`src/rtl/bbtb_pkg.sv`:
```
package bbtb_pkg;

  typedef struct packed {
    logic        operation;
    logic [63:0] bundle_pc;
    logic [15:0] taken_counters;
    logic [2:0]  miss_slot;
    logic [63:0] miss_target;
    logic [31:0] instruction_word;
  } in_item_t;

  typedef struct packed {
    logic [2:0]  slot_index;
    logic        slot_hit;
    logic [2:0]  branch_kind;
    logic [63:0] slot_target;
    logic        last_slot;
    logic [3:0]  bundle_length;
    logic [63:0] next_fetch_pc;
  } out_item_t;

  localparam logic       OP_LOOKUP = 1'b0;
  localparam logic       OP_INSTALL = 1'b1;
  localparam logic [2:0] KIND_COND = 3'd0;
  localparam logic [2:0] KIND_JUMP = 3'd1;
  localparam logic [2:0] KIND_CALL = 3'd2;
  localparam logic [2:0] KIND_JUMP_IND = 3'd3;
  localparam logic [2:0] KIND_CALL_IND = 3'd4;
  localparam logic [2:0] KIND_RET = 3'd5;
  localparam logic [6:0] OPC_BRANCH = 7'h63;
  localparam logic [6:0] OPC_JAL = 7'h6F;
  localparam logic [6:0] OPC_JALR = 7'h67;
  localparam logic [3:0] LIMIT_RESET = 4'd2;
  localparam logic [0:0] REG_LIMIT = 1'b0;

  typedef enum logic [2:0] {
    ST_IDLE,
    ST_CLEAR,
    ST_READ,
    ST_SCAN,
    ST_WRITE,
    ST_EMIT
  } state_t;

  // Decodes the installed instruction; valid is low for a non-branch opcode.
  function automatic logic [3:0] decode_kind(input logic [31:0] w);
    logic [6:0] op;
    logic [4:0] rd;
    logic [4:0] rs1;
    op = w[6:0];
    rd = w[11:7];
    rs1 = w[19:15];
    case (op)
      OPC_BRANCH: decode_kind = {1'b1, KIND_COND};
      OPC_JAL: decode_kind = {1'b1, (rd == 5'd1) ? KIND_CALL : KIND_JUMP};
      OPC_JALR: begin
        if (rd == 5'd0 && rs1 == 5'd1) decode_kind = {1'b1, KIND_RET};
        else if (rd == 5'd1) decode_kind = {1'b1, KIND_CALL_IND};
        else decode_kind = {1'b1, KIND_JUMP_IND};
      end
      default: decode_kind = 4'd0;
    endcase
  endfunction

endpackage

```
`src/rtl/bbtb_cfg.sv`:
```
module bbtb_cfg (
  input  logic        clk,
  input  logic        rst,
  input  logic        psel,
  input  logic        penable,
  input  logic        pwrite,
  input  logic        paddr,
  input  logic [31:0] pwdata,
  output logic [31:0] prdata,
  output logic        pready,
  output logic [3:0]  limit
);
  import bbtb_pkg::*;

  // Single limit register at address zero.
  always_ff @(posedge clk) begin
    if (rst) begin
      limit <= LIMIT_RESET;
    end else if (psel && penable && pwrite && paddr == REG_LIMIT) begin
      limit <= pwdata[3:0];
    end
  end

  assign pready = 1'b1;
  assign prdata = (paddr == REG_LIMIT) ? {28'd0, limit} : 32'd0;
endmodule

```
`config.mk`:
```
export PLATFORM = sky130hd
export DESIGN_NAME = bbtb_cfg
export DESIGN_NICKNAME = d
export VERILOG_FILES = /design/src/rtl/bbtb_pkg.sv /design/src/rtl/bbtb_cfg.sv
export SDC_FILE = /design/constraint.sdc
export NUM_CORES = 1
export LEC_CHECK = 0
export ABC_AREA = 0
export BUFFER_PORTS_ARGS = -buffer_cell sky130_fd_sc_hd__clkbuf_2
export CORE_MARGIN = 2
export CORE_UTILIZATION = 30
export CTS_BUF_LIST = sky130_fd_sc_hd__clkbuf_4 sky130_fd_sc_hd__clkbuf_8
export CTS_CLUSTER_DIAMETER = 200
export DETAILED_ROUTE_END_ITERATION = 10
export PLACE_DENSITY = 0.88
export SLEW_MARGIN = 25
export SYNTH_ARGS = -nofsm -noshare
export SYNTH_HDL_FRONTEND = slang
export SYNTH_SLANG_ARGS = --single-unit
```
`constraint.sdc`:
```
create_clock -name clk -period 2.05 [get_ports clk]
set_clock_uncertainty 0.15 [all_clocks]
set_input_delay 0.615 -clock clk [delete_from_list [all_inputs] [get_ports clk]]
set_output_delay 0.615 -clock clk [all_outputs]
set_load 0.005 [all_outputs]
```
==> metrics.yaml <==
worstSetupPathType: "in2out"
vdd_drop_max_mv: 0.205
multi_input_area_um2: 239
nFillCells: 160
fin_ws_ns: 0.247
netlist.area_leader.share_pct: 48.7
nets: 110
postCtsResizedCells: 0
root_buffer: "clkbuf_4"
cpPeakStageDelay_ns: 0.21
antennaDiodeCount: 0
cpMostUsedCell: "clkbuf_2"
wl_met2_um: 354
max_clock_freq_mhz: 555
hold_viol_final: 0
finalMaxSlewViolations: 0
top_layer: "met3"
regMostFlops: "limit"
maxCapViolations: 0
drt-total-wl_um: 641
clock_latency_ns: 0.23
netlist_area_um2: 447
p_comb_share_pct: 16.8
powerDensity_nw_per_um2: 484
required_ns: 1.28
place_congestion: 0.601
grt_setup_unrepaired: "false"
grt.total_usage_pct: 7.63
synth_cell_types: 9
intPower_w: 0.000160
drtIter0Drc: 3
dr.pass1.iters: 4
die_w_um: 42.6
cpMaxStageDelayCell: "and2b_2"
crit_chain: "clkbuf_2 -> and2b_2 -> clkbuf_2"
drive_gt1_share_pct: 34.3
synth-edff-count: 0
cp-start-kind: "primary input"
antenna_found_initial: 0
p_sw_w: 0.0000551
setup_tns_ns: 0
crit_fanout: 5
switching_share_pct: 25.6
synthFlopType: "dfxtp_1"
clock-sinks: 4
arrival_ns: 1.04
grt-ovfl-total: 0
fin_crit_sh_pct: 88.0
synth_warnings: 0
synth_area_leaders: "buf_4 49%, dfxtp_1 18%, mux2i_1 9.0%, nand2b_1 8.4%, and2b_2 7.8%"
cts.clk_slew.worst_paths_ns: 0.04
hp-class: "reg2reg"
p_leak_nw: 0.264
ff_latch_area_um2: 80.1
grt_max_degree: 9
tritoncts: "yes"
dieHeight_um: 42.6
largestRegisters: "limit: 4 flops"
yosysSeqAreaShare_pct: 17.9
endpoint_kind: "output port"
post_cts_buffers: 0
hpwl_um: 571
grt_pass1_wl_um: 966
cts.htree.levels: 1
cts_hold_buf: 0
wl_per_cell_um: 7.54
antenna_left: 0
async_reset_ff_share_pct: 0
synth.avg_cell_area_um2: 8.43
core_area_um2: 1350
die-area_um2: 1810
final.min_clock_period_ns: 1.80
pre_cts_ws_ns: 0.242
clock_path_buffers: 2
wl_met1_um: 205
start_util_pct: 33.1
ioPinCount: 75
synth_area_leader_cell: "buf_4"
pwr-share-seq_pct: 37.7
setup_viol: 0
syn_inst: 53
power_frac_clock_pct: 45.5
largest_reg_flops: 4
yosysMostFrequentCell: "buf_4"
std_cell_rows: 13
port-buffer-count: 17
vias_per_cell: 3.41
synth_seq_cells: 4
grt_pass1_vias: 237
drc: 0
num_vias: 290
synth_commonest_cells: "29 x buf_4, 6 x nand2b_1, 4 x and2b_2, 4 x dfxtp_1, 4 x mux2i_1"
status: "finished, final reports clean"
cts-buffers-inserted: 3
dr_wl_met3_um: 82
areaGrowthSynthToFinish_pct: -0.280
==> path summary, 6_finish.rpt <==
check	slack, ns	from	depth (start not counted)	endpoint
worst max register to register	1.30	limit[1]	2	limit[1]
worst min register to register	0.34	limit[2]	2	limit[2]
worst max-delay path	0.25	paddr	3	prdata[2]
worst min-delay path	0.34	limit[2]	2	limit[2]
==> critical path, delay by kind of cell <==
family        cells  cell delay (ns)
simple gates      1             0.21
buf+inv           2             0.22
==> placed cells by master, fill, tap and decap left out <==
cell type / count
conb_1: 29
clkbuf_2: 17
nand2b_1: 6
and2b_2: 4
mux2i_1: 4
dfxtp_1: 4
clkbuf_4: 3
nor2_1: 2
and4b_1: 1
==> layout make-up <==
type                            count  area share [%]
Sequential cell                     4            18.0
Timing Repair Buffer               17            19.1
Tap cell                           15            4.21
Multi-Input combinational cell     46            53.7
Clock buffer                        3            5.06
==> logic make-up after synthesis <==
logic type / share of synthesized area [%]
other: 1.68
flip-flops: 17.9
buffers and inverters: 51.3
AND/OR/NAND/NOR: 20.2
multiplexers: 8.96
==> through the flow <==
stage          cell area (um^2)  utilization, %  hold slack, ns  instances  power, W
3_3_place_gp                423            31.3           0.320         82  0.000117
3_5_place_dp                423            31.3           0.333         82  0.000118
2_1_floorplan               548               -           0.323         80  0.000145
5_1_grt                     445            33.0           0.373         85  0.000233
6_report                    445            33.0           0.335         85  0.000215
4_1_cts                     445            33.0           0.338         85  0.000222
==> metal layers <==
layer / vias up / global-route usage [%]
met5: - / 0
met4: 0 / 5.63
met3: 0 / 4.31
met2: 25 / 14.2
met1: 126 / 5.60
li1: 139 / -
==> power by group through the flow <==
stage	sequential, W	combinational, W	clock (W)
after detailed placement	0.0000825	0.0000356	0
after global placement	0.0000823	0.0000349	0
final	0.0000812	0.0000361	0.0000981
after global routing	0.0000814	0.0000414	0.000110
after floorplan	0.0000824	0.0000623	0
after CTS	0.0000812	0.0000357	0.000105
(Power assumes the default switching activity.)
